==> config.mk <==
export PLATFORM = sky130hd
export DESIGN_NAME = hop_sync_sequencer_unit
export DESIGN_NICKNAME = d
export VERILOG_FILES = /design/src/hss_pkg.sv /design/src/hop_sync_sequencer_unit.sv
export SDC_FILE = /design/constraint.sdc
export NUM_CORES = 1
export LEC_CHECK = 0
export BUFFER_PORTS_ARGS = -buffer_cell sky130_fd_sc_hd__buf_4
export CAP_MARGIN = 20
export CORE_MARGIN = 3
export CORE_UTILIZATION = 50
export CTS_CLUSTER_DIAMETER = 150
export DETAILED_ROUTE_END_ITERATION = 7
export PLACE_DENSITY = 0.84
export SLEW_MARGIN = 20
export SYNTH_ARGS = -nofsm -noshare
export SYNTH_HDL_FRONTEND = slang
export SYNTH_SLANG_ARGS = --single-unit
==> constraint.sdc <==
create_clock -name aclk -period 4.7 [get_ports aclk]
set_input_delay 0.94 -clock aclk [delete_from_list [all_inputs] [get_ports aclk]]
set_output_delay 0.94 -clock aclk [all_outputs]
set_load 0.1 [all_outputs]
==> src/hss_pkg.sv <==
// hss_pkg: opcodes, register indexes and fixed field widths of the hop sync sequencer.
// Used by hop_sync_sequencer_unit and hss_checker; depends on nothing.
`default_nettype none

package hss_pkg;

    localparam int OPCODE_BITS = 2;
    localparam int TAG_BITS    = 4;
    localparam int COUNT_BITS  = 16;
    localparam int THRESH_BITS = 16;
    localparam int CFG_DATA_BITS = 16;
    localparam int CFG_INDEX_BITS = 1;

    typedef logic [OPCODE_BITS-1:0]    opcode_t;
    typedef logic [TAG_BITS-1:0]       tag_t;
    typedef logic [COUNT_BITS-1:0]     count_t;
    typedef logic [THRESH_BITS-1:0]    thresh_t;
    typedef logic [CFG_INDEX_BITS-1:0] cfg_index_t;
    typedef logic [CFG_DATA_BITS-1:0]  cfg_data_t;

    localparam opcode_t OP_TICK    = 2'd0;
    localparam opcode_t OP_PACKET  = 2'd1;
    localparam opcode_t OP_IRQ_END = 2'd2;

    localparam cfg_index_t CFG_TELEMETRY_ENABLE = 1'b0;
    localparam cfg_index_t CFG_LOSS_THRESHOLD   = 1'b1;

    localparam thresh_t THRESH_RESET = 16'd1000;
    localparam tag_t    TAG_ONE      = 4'd1;
    localparam count_t  COUNT_ONE    = 16'd1;

    // miss count reset value before truncation to the miss counter width
    localparam logic [31:0] MISS_RESET_RAW = 32'd99999;

    // while sync is lost, hop only on every LOST_HOP_DIVISOR-th miss
    localparam int LOST_HOP_DIVISOR = 50;
    localparam int MOD_BITS = 6;
    typedef logic [MOD_BITS-1:0] mod_t;
    localparam mod_t MOD_LAST = 6'(LOST_HOP_DIVISOR - 1);
    localparam mod_t MOD_ONE  = 6'd1;

endpackage

`default_nettype wire

==> src/hop_sync_sequencer_unit.sv <==
// Hop sync sequencer: event-driven sync controller of a frequency-hopping receiver.
// Takes types from hss_pkg. Bound to hss_checker for assertions.
//
// Usage:
//   Input stream (s_*): one event per transfer; s_tuser carries the opcode
//   (timer tick, valid packet, interrupt end), s_tdata the packet position,
//   ack tag, telemetry-available and radio-active flags.
//   Result stream (m_*): exactly one status result per event, in order:
//   retune request, tuned position, transmit slot, downlink tag, counters.
//   Config port: cfg_we/cfg_index/cfg_wdata, to be written only while idle; the block does not enforce this.
// Path: an accepted event is captured in the input register, then one pass of
//   logic carries it into the result register.
// Throughput: one event per cycle while the result stream is not stalled; the state
//   update is a single registered pass, so events follow back to back.
// Stall: while m_tready is low the result holds; one more event is taken into
//   the input register, then s_tready drops until the result is taken.
// Reset (aresetn low, synchronous): both stages empty, state returns to its
//   power-up values (out of sync, hop position all ones, telemetry disabled).
`default_nettype none

module hop_sync_sequencer_unit #(
    parameter int POSITION_BITS = 16,
    parameter int MISS_BITS     = 20
) (
    input  wire logic                                  aclk,
    input  wire logic                                  aresetn,
    // configuration
    input  wire logic                                  cfg_we,
    input  wire hss_pkg::cfg_index_t                   cfg_index,
    input  wire hss_pkg::cfg_data_t                    cfg_wdata,
    // event stream
    input  wire logic                                  s_tvalid,
    output logic                                       s_tready,
    // s_tdata: packet_position, packet_ack_tag, telemetry_available,
    //          radio_active, zero pad
    input  wire logic [((POSITION_BITS+6+7)/8)*8-1:0]  s_tdata,
    // s_tuser: opcode
    input  wire hss_pkg::opcode_t                      s_tuser,
    // result stream
    output logic                                       m_tvalid,
    input  wire logic                                  m_tready,
    // m_tdata: retune, tune_position, transmit_slot, downlink_tag, new_downlink,
    //          sync_lost, missed_slots, acks_seen, nacks_seen, stale_acks_seen, pad
    output logic [((POSITION_BITS+MISS_BITS+56+7)/8)*8-1:0] m_tdata
);
    import hss_pkg::*;

    localparam int OUT_FIELD_BITS = POSITION_BITS + MISS_BITS + 56;
    localparam int OUT_DATA_BITS  = ((OUT_FIELD_BITS + 7) / 8) * 8;
    localparam int CMP_BITS = (MISS_BITS > THRESH_BITS) ? MISS_BITS : THRESH_BITS;

    typedef logic [POSITION_BITS-1:0] pos_t;
    typedef logic [MISS_BITS-1:0]     miss_t;

    localparam pos_t  POS_ONE    = POSITION_BITS'(1);
    localparam pos_t  POS_RESET  = '1;
    localparam miss_t MISS_MAX   = '1;
    localparam miss_t MISS_ONE   = MISS_BITS'(1);
    localparam miss_t MISS_RESET = MISS_RESET_RAW[MISS_BITS-1:0];
    localparam mod_t  MOD_RESET  = MOD_BITS'(MISS_RESET % LOST_HOP_DIVISOR);

    // configuration registers
    logic    tel_en_reg;
    thresh_t thresh_reg;

    // input stage
    logic    in_valid_reg;
    opcode_t in_op_reg;
    pos_t    in_pos_reg;
    tag_t    in_ack_reg;
    logic    in_avail_reg;
    logic    in_radio_reg;

    // sync state
    pos_t   hop_reg, hop_next;
    miss_t  miss_reg, miss_next;
    mod_t   mod_reg, mod_next;
    pos_t   prearm_pos_reg, prearm_pos_next;
    logic   prearm_v_reg, prearm_v_next;
    pos_t   resync_pos_reg, resync_pos_next;
    logic   resync_v_reg, resync_v_next;
    tag_t   tag_reg, tag_next;
    logic   free_reg, free_next;
    count_t ack_reg, ack_next;
    count_t nack_reg, nack_next;
    count_t stale_reg, stale_next;

    // result stage
    logic   out_valid_reg;
    logic   out_retune_reg, res_retune;
    pos_t   out_tune_reg, res_tune;
    logic   out_tx_reg, res_tx;
    logic   out_new_reg, res_new;
    logic   out_lost_reg, res_lost;

    logic   advance;
    logic   fire;
    logic   rx_slot;
    logic   goto_req;
    pos_t   goto_target;
    logic   goto_pv;

    function automatic logic is_lost(input miss_t m, input thresh_t t);
        return CMP_BITS'(m) > CMP_BITS'(t);
    endfunction

    assign advance  = !out_valid_reg || m_tready;
    assign fire     = in_valid_reg && advance;
    assign s_tready = !in_valid_reg || advance;
    assign m_tvalid = out_valid_reg;

    always_ff @(posedge aclk) begin
        if (!aresetn) begin
            tel_en_reg <= 1'b0;
            thresh_reg <= THRESH_RESET;
        end else if (cfg_we) begin
            unique case (cfg_index)
                CFG_TELEMETRY_ENABLE: tel_en_reg <= cfg_wdata[0];
                CFG_LOSS_THRESHOLD:   thresh_reg <= cfg_wdata[THRESH_BITS-1:0];
                default: ;
            endcase
        end
    end

    always_ff @(posedge aclk) begin
        if (!aresetn) begin
            in_valid_reg <= 1'b0;
        end else if (s_tready) begin
            in_valid_reg <= s_tvalid;
        end
        if (s_tvalid && s_tready) begin
            in_op_reg    <= s_tuser;
            in_pos_reg   <= s_tdata[POSITION_BITS-1:0];
            in_ack_reg   <= s_tdata[POSITION_BITS +: TAG_BITS];
            in_avail_reg <= s_tdata[POSITION_BITS+4];
            in_radio_reg <= s_tdata[POSITION_BITS+5];
        end
    end

    always_comb begin
        hop_next        = hop_reg;
        miss_next       = miss_reg;
        mod_next        = mod_reg;
        prearm_pos_next = prearm_pos_reg;
        prearm_v_next   = prearm_v_reg;
        resync_pos_next = resync_pos_reg;
        resync_v_next   = resync_v_reg;
        tag_next        = tag_reg;
        free_next       = free_reg;
        ack_next        = ack_reg;
        nack_next       = nack_reg;
        stale_next      = stale_reg;
        res_retune      = 1'b0;
        res_tune        = '0;
        res_tx          = 1'b0;
        res_new         = 1'b0;
        goto_req        = 1'b0;
        goto_target     = hop_reg + POS_ONE;
        goto_pv         = prearm_v_reg;
        rx_slot = !hop_reg[0] || is_lost(miss_reg, thresh_reg) || !tel_en_reg;

        unique case (in_op_reg)
            OP_TICK: begin
                if (rx_slot && miss_reg != MISS_MAX) begin
                    miss_next = miss_reg + MISS_ONE;
                    mod_next  = (mod_reg == MOD_LAST) ? '0 : mod_reg + MOD_ONE;
                end
                if (!is_lost(miss_next, thresh_reg) || mod_next == '0) begin
                    goto_req = 1'b1;
                end
            end
            OP_PACKET: begin
                resync_pos_next = in_pos_reg + POS_ONE;
                resync_v_next   = 1'b1;
                if (in_ack_reg == tag_reg) begin
                    ack_next  = ack_reg + COUNT_ONE;
                    free_next = 1'b1;
                end else if (in_ack_reg == tag_reg - TAG_ONE) begin
                    nack_next = nack_reg + COUNT_ONE;
                end else begin
                    stale_next = stale_reg + COUNT_ONE;
                end
            end
            OP_IRQ_END: begin
                prearm_v_next = 1'b0;
                if (resync_v_reg) begin
                    resync_v_next = 1'b0;
                    miss_next     = '0;
                    mod_next      = '0;
                    goto_req      = 1'b1;
                    goto_target   = resync_pos_reg;
                    goto_pv       = 1'b0;
                end else begin
                    prearm_pos_next = hop_reg + POS_ONE;
                    prearm_v_next   = 1'b1;
                    res_retune      = 1'b1;
                    res_tune        = hop_reg + POS_ONE;
                end
            end
            default: ;
        endcase

        if (goto_req) begin
            hop_next = goto_target;
            if (!(goto_pv && goto_target == prearm_pos_reg && in_radio_reg)) begin
                res_retune = 1'b1;
                res_tune   = goto_target;
                if (goto_target[0] && !is_lost(miss_next, thresh_reg) && tel_en_reg) begin
                    res_tx = 1'b1;
                    if (free_reg && in_avail_reg) begin
                        tag_next  = tag_reg + TAG_ONE;
                        free_next = 1'b0;
                        res_new   = 1'b1;
                    end
                end
            end
        end

        res_lost = is_lost(miss_next, thresh_reg);
    end

    always_ff @(posedge aclk) begin
        if (!aresetn) begin
            hop_reg        <= POS_RESET;
            miss_reg       <= MISS_RESET;
            mod_reg        <= MOD_RESET;
            prearm_pos_reg <= '0;
            prearm_v_reg   <= 1'b0;
            resync_pos_reg <= '0;
            resync_v_reg   <= 1'b0;
            tag_reg        <= '0;
            free_reg       <= 1'b1;
            ack_reg        <= '0;
            nack_reg       <= '0;
            stale_reg      <= '0;
        end else if (fire) begin
            hop_reg        <= hop_next;
            miss_reg       <= miss_next;
            mod_reg        <= mod_next;
            prearm_pos_reg <= prearm_pos_next;
            prearm_v_reg   <= prearm_v_next;
            resync_pos_reg <= resync_pos_next;
            resync_v_reg   <= resync_v_next;
            tag_reg        <= tag_next;
            free_reg       <= free_next;
            ack_reg        <= ack_next;
            nack_reg       <= nack_next;
            stale_reg      <= stale_next;
        end
    end

    always_ff @(posedge aclk) begin
        if (!aresetn) begin
            out_valid_reg <= 1'b0;
        end else if (advance) begin
            out_valid_reg <= in_valid_reg;
        end
        if (fire) begin
            out_retune_reg <= res_retune;
            out_tune_reg   <= res_tune;
            out_tx_reg     <= res_tx;
            out_new_reg    <= res_new;
            out_lost_reg   <= res_lost;
        end
    end

    // counters and tag are read straight from state, which moves only on the next transfer
    logic [OUT_FIELD_BITS-1:0] out_fields;
    assign out_fields = {stale_reg, nack_reg, ack_reg, miss_reg, out_lost_reg, out_new_reg,
                         tag_reg, out_tx_reg, out_tune_reg, out_retune_reg};
    assign m_tdata = OUT_DATA_BITS'(out_fields);

endmodule

`default_nettype wire

Yosys cells after proc, flatten, opt, wreduce, memory -nomap -nowiden
Cells that the tools add are included.
{"block": "word_totals", "register_bits": 192, "inputBits": 48, "output_inout_bits": 98, "word_cells": 123}
{"block": "classes", "addsub": 9, "order_cmp": 3, "n_eq_ne": 8, "mux": 33, "bitwise_logic": 7, "reduce_logical": 37}
{"operator": "$mux 16", "count": 6}
{"operator": "$add 16x1->16 const B", "count": 5}
{"operator": "$gt 20x16->1", "count": 3}
{"operator": "$mux 20", "count": 3}
{"operator": "$pmux 20 s2", "count": 1}
{"operator": "$mux 6", "count": 4}
{"operator": "$add 20x1->20 const B", "count": 1}
{"operator": "$ne 20x20->1 const B", "count": 1}
{"operator": "$eq 16x16->1", "count": 1}
{"operator": "$mux 1", "count": 16}
{"operator": "$pmux 6 s2", "count": 1}
{"operator": "$reduce_and 2->1", "count": 6}
{"operator": "$reduce_and 3->1", "count": 3}
{"operator": "$eq 4x4->1", "count": 2}
{"operator": "$logic_and 1x1->1", "count": 8}
{"operator": "$reduce_and 4->1", "count": 2}
{"operator": "$not 1->1", "count": 7}
{"operator": "$add 6x1->6 const B", "count": 1}
{"operator": "$eq 6x6->1 const B", "count": 1}
{"operator": "$logic_not 1->1", "count": 6}
{"operator": "$logic_not 6->1", "count": 1}
{"operator": "$logic_or 1x1->1", "count": 5}
{"operator": "$reduce_and 5->1", "count": 1}
{"operator": "$add 4x1->4 const B", "count": 1}
{"operator": "other kinds (9)", "count": 11}

Longest topological paths before layout
{"block": "logic_depth", "word_depth": 14, "mapped_depth": 23, "mapped_depth_nobuf": 22}

Least setup slack after synthesis
No wires, ideal clock.
{"block": "synth_timing", "path_type": "register -> register", "startpoint": "register miss_reg[7]", "endpoint": "register tag_reg[1]", "setup_ps": 128, "t_arrival_ps": 5450, "required_time_ps": 4572, "slack_ps": -878, "path_stages_with_launch": 21, "path_buffers": 0, "period_less_slack_ps": 5578, "cell_sequence": "dfxtp_1 ha_1 a21oi_1 o21ai_0 a211o_1 o41a_1 o2111ai_1 nor3_1 nand3_1 a21o_1 nand2_1 o31ai_1 ha_1 a21o_1 a21oi_1 a22o_1 a21oi_1 or4_4 a2111oi_4 mux2i_1 nor2_1"}
{"block": "synth_via", "elab_chain_len": 12, "word_cells_on_any_way": 23, "cone_classes": "add/sub (1); order compare (3); eq/ne (1); mux (8); reduce/logical (10)"}
{"item": "start, declared", "line_no": "hop_sync_sequencer_unit.sv:76", "text": "miss_t miss_reg, miss_next;"}
{"item": "start signal, assigned", "line_no": "hop_sync_sequencer_unit.sv:238", "text": "miss_reg <= miss_next;"}
{"item": "$gt 20x16->1", "line_no": "hop_sync_sequencer_unit.sv:104", "text": "return CMP_BITS'(m) > CMP_BITS'(t);"}
{"item": "$logic_or 1x1->1 (2 in a row)", "line_no": "hop_sync_sequencer_unit.sv:160", "text": "rx_slot = !hop_reg[0] || is_lost(miss_reg, thresh_reg) || !tel_en_reg;"}
{"item": "$logic_and 1x1->1", "line_no": "hop_sync_sequencer_unit.sv:164", "text": "if (rx_slot && miss_reg != MISS_MAX) begin"}
{"item": "$mux 20 (*)", "line_no": "hop_sync_sequencer_unit.sv:164"}
{"item": "$mux 20 (*)", "line_no": "hop_sync_sequencer_unit.sv:162", "text": "unique case (in_op_reg)"}
{"item": "$pmux 20 s2 (*)", "line_no": "hop_sync_sequencer_unit.sv:162"}
{"item": "named net miss_next[14]", "line_no": "hop_sync_sequencer_unit.sv:76"}
{"item": "$gt 20x16->1 (*)", "line_no": "hop_sync_sequencer_unit.sv:104"}
{"item": "$logic_not 1->1 (*)", "line_no": "hop_sync_sequencer_unit.sv:208", "text": "if (goto_target[0] && !is_lost(miss_next, thresh_reg) && tel_en_reg) begin"}
{"item": "$logic_and 1x1->1 (*) (2 in a row)", "line_no": "hop_sync_sequencer_unit.sv:208"}
{"item": "$reduce_and 5->1 (no line) (*)"}
{"item": "end signal, assigned", "line_no": "hop_sync_sequencer_unit.sv:244", "text": "tag_reg <= tag_next;"}
{"item": "end, declared", "line_no": "hop_sync_sequencer_unit.sv:82", "text": "tag_t tag_reg, tag_next;"}
Mark *: on every way through the listed nets, which the timed path passes. The rest lies on a longest branch. The select of a mux whose other input is x is not followed.
A chain may end at the register's enable or synchronous reset.

Final worst setup path
{"block": "layout_timing", "startpoint": "register thresh_reg[13]", "endpoint": "register tag_reg[1]"}
{"block": "layout_via", "elab_chain_len": 12, "word_cells_on_any_way": 20, "cone_classes": "order compare (3); mux (7); reduce/logical (10)"}
{"item": "start, declared", "line_no": "hop_sync_sequencer_unit.sv:64", "text": "thresh_t thresh_reg;"}
{"item": "start signal, assigned", "line_no": "hop_sync_sequencer_unit.sv:119", "text": "CFG_LOSS_THRESHOLD: thresh_reg <= cfg_wdata[THRESH_BITS-1:0];"}
{"item": "$gt 20x16->1", "line_no": "hop_sync_sequencer_unit.sv:104"}
{"item": "$logic_or 1x1->1 (2 in a row)", "line_no": "hop_sync_sequencer_unit.sv:160"}
{"item": "$logic_and 1x1->1", "line_no": "hop_sync_sequencer_unit.sv:164"}
{"item": "$mux 20", "line_no": "hop_sync_sequencer_unit.sv:164"}
{"item": "$mux 20", "line_no": "hop_sync_sequencer_unit.sv:162"}
{"item": "$pmux 20 s2", "line_no": "hop_sync_sequencer_unit.sv:162"}
{"item": "named net miss_next[10]", "line_no": "hop_sync_sequencer_unit.sv:76"}
{"item": "$gt 20x16->1", "line_no": "hop_sync_sequencer_unit.sv:104"}
{"item": "$logic_not 1->1", "line_no": "hop_sync_sequencer_unit.sv:208"}
{"item": "$logic_and 1x1->1 (2 in a row)", "line_no": "hop_sync_sequencer_unit.sv:208"}
{"item": "$reduce_and 5->1 (no line)"}
The timed path passes the listed nets, and every way through them passes these cells. The select of a mux whose other input is x is not followed.

==> flow_metrics.tcl <==
set metrics [dict create \
    worstPathArrival_ns 5.35 \
    port_buffers 139 \
    async_flop_share_pct 0 \
    gp_congestion 0.973 \
    overflow 0 \
    power.switching_w 0.00135 \
    maxCapViolations 0 \
    chipHeight_um 153 \
    synth-compound-area-share_pct 18.5 \
    syn-cell-area_um2 10800 \
    hold_path_class "reg -> reg" \
    power_density_nw_per_um2 298 \
    fp-row-count 53 \
    worstMarginPinSlew_ns 0.998 \
    cp_max_fo 7 \
    period_share_pct 107 \
    cts_sinks 192 \
    hold_viol 0 \
    fin_nets 1576 \
    switching_share_pct 32.7 \
    worst_slack_ns -0.347 \
    grt_antenna_before_repair 0 \
    area_growth_pct 27.9 \
    ys_warn_count 0 \
    synth-seq-cells 192 \
    rrSetupSlack_ns -0.35 \
    num_vias 10500 \
    max-clock-path-buffers 2 \
    comb_power_share_pct 22.0 \
    p_leak_nw 5.62 \
    ys_seq_area_share_pct 39.5 \
    final_cells 1755 \
    rsz0062_at_grt "true" \
    clockPowerShare_pct 34.7 \
    grt_max_degree 79 \
    cts_root_buffer "clkbuf_16" \
    cp_data_required_time_ns 5.00 \
    antenna_cells 0 \
    slew_headroom_pct 33.5 \
    internal-power_w 0.00278 \
    crit_path_end_kind "register" \
    status "finished with violations" \
    cts_tree "done" \
    synth_cell_type_count 69 \
    start_util_pct 51.2 \
    placedCellCount 1702 \
    violations "negative setup slack" \
    hpwlAfterDp_um 20900 \
    drc 0 \
    ant_nets 0 \
    grt_pass1_vias 9822 \
    wl_per_cell_um 17.8 \
    slew_viol_final 0 \
    yosys.area_share.adder_pct 7.04 \
    drtIter0Drc 975 \
    startpoint_type "register" \
    post-route-min-period_ns 5.05 \
    insertion_delay_ns 0.44 \
    vias_per_cell 5.98 \
    top_layer_used "met4" \
    fp.dieW_um 153 \
    largest_reg_flops 20 \
    pwr-share-seq_pct 43.3 \
    fmax_mhz 198 \
    setup_violations 37 \
    cts_buffers 17 \
    grt_util_all_layers_pct 24.8 \
    die-area_um2 23500 \
    cts_htree_levels 4 \
    synthMuxAreaShare_pct 1.97 \
    core_area_um2 21200 \
    grt_pass1_wl_um 48400 \
    netlist_instances 1283 \
    wl_um 31300 \
    ys.flop_type "dfxtp_1" \
    synth_top_family_by_area "simple AND/OR/NAND/NOR gates" \
    avgSynthCellArea_um2 8.45 \
    synth_simple_gate_area_share_pct 20.3 \
    met1_length_um 13100 \
    vdd_drop_max_mv 0.252 \
    p_total_w 0.00413 \
    drive_gt1_share_pct 25.3 \
    firstDrtPassIters 5 \
    finalSetupTns_ns -5.53 \
    synth-xor-area-share_pct 7.68 \
    path_clk_slew_ns 0.08 \
    synth-edff-count 44 \
    wl_met2_um 14300 \
    io_pins 146 \
    pre_cts_slack_ns -0.344 \
    met3_length_um 2730 \
    postCtsHoldBufs 0 \
    path_class "reg -> reg" \
    finalClockSkew_ns 0.0138 \
]
==> kinds of logic after synthesis <==
| family | Yosys count |
|---|---|
| AND/OR/NAND/NOR | 473 |
| other | 1 |
| multiplexers | 21 |
| XOR/XNOR | 95 |
| buffers and inverters | 131 |
| adder cells (fa/ha/maj) | 61 |
| AO/OA/AOI/OAI | 309 |
| flip-flops | 192 |
==> repair_timing <==
item | 4_1_cts | 5_1_grt
buffers inserted | 7 | 12
resized for setup | 40 | 56
pin swaps | 27 | 23
setup endpoints to repair | 40 | 40
gates cloned | 1 | 1
==> power by group through the flow <==
stage	sequential, W	clock [W]	combinational [W]
after global routing	0.00180	0.00151	0.000976
after global placement	0.00182	0	0.000788
final	0.00179	0.00143	0.000910
after detailed placement	0.00182	0	0.000808
after floorplan	0.00191	0	0.000493
after CTS	0.00179	0.00145	0.000840
==> layout by cell type, fill, tap and decap left out, drive strengths merged, types with 30 or more instances in the layout <==
cell      n
nand2   137
o21ai    66
nor2    139
a21oi    85
nand3    62
a211oi   39
ha       61
xor2     46
xnor2    49
buf     245
dfxtp   148
inv      53
nand4    30
edfxtp   44
==> path summary, 6_finish.rpt <==
path / startpoint / to / depth (start not counted)
max: thresh_reg[13] / tag_reg[1] / 22
min: thresh_reg[1] / thresh_reg[1] / 2
max reg2reg: thresh_reg[13] / tag_reg[1] / 22
min reg2reg: thresh_reg[1] / thresh_reg[1] / 2
==> metrics by stage <==
step | hold slack [ns] | util, % | area, µm²
global route | 0.472 | 65.5 | 13900
floorplan | 0.436 | - | 11000
global placement | 0.445 | 59.9 | 12700
finish | 0.459 | 65.5 | 13900
CTS | 0.460 | 63.9 | 13500
detailed placement | 0.449 | 59.9 | 12700
==> per-layer routing <==
| metal | up-vias | GRT usage [%] |
|---|---|---|
| li1 | 4963 | - |
| met1 | 4895 | 33.0 |
| met2 | 533 | 39.5 |
| met3 | 102 | 5.12 |
| met4 | 0 | 10.2 |
| met5 | - | 0 |
==> cells in the mapped netlist (20+ instances only) <==
| cell type | instances | area share (%) |
|---|---|---|
| dfxtp_1 | 148 | 27 |
| nor2_1 | 139 | 4.8 |
| nand2_1 | 137 | 4.7 |
| a21oi_1 | 84 | 3.9 |
| clkbuf_1 | 69 | 2.4 |
| o21ai_0 | 66 | 3.0 |
| nand3_1 | 62 | 2.9 |
| ha_1 | 61 | 7.0 |
| xnor2_1 | 49 | 4.0 |
| inv_1 | 46 | 1.6 |
| xor2_1 | 46 | 3.7 |
| edfxtp_1 | 44 | 12 |
| a211oi_1 | 39 | 2.7 |
| nand4_1 | 30 | 1.7 |
| nor3_1 | 20 | 0.92 |
| o211ai_1 | 20 | 1.4 |
==> layout make-up <==
class,count,area (µm²)
fillers,1632,7290
multi-input cells,963,6450
flip-flops and latches,192,4350
repair buffers,246,1960
clock buffers,18,429
well taps,275,344
inverters,47,178
clock inverters,14,150
==> critical path: stages (launching register included) <==
cell and delay (ns):
dfxtp_2 0.34, inv_2 0.07, ha_4 0.28, nand4_1 0.11, buf_4 0.17, nor4_4 0.29, a21boi_4 0.27, o41a_1 0.24
o2111ai_4 0.21, nor2_4 0.20, nor2_1 0.09, o21ai_0 0.28, o21ai_0 0.17, ha_1 0.35, nand3_1 0.15, nor3_2 0.31
a22o_1 0.19, a21oi_2 0.05, or4_4 0.44, a2111oi_4 0.21, buf_4 0.22, mux2i_1 0.20, nor2_1 0.06
(Power assumes the default switching activity.)
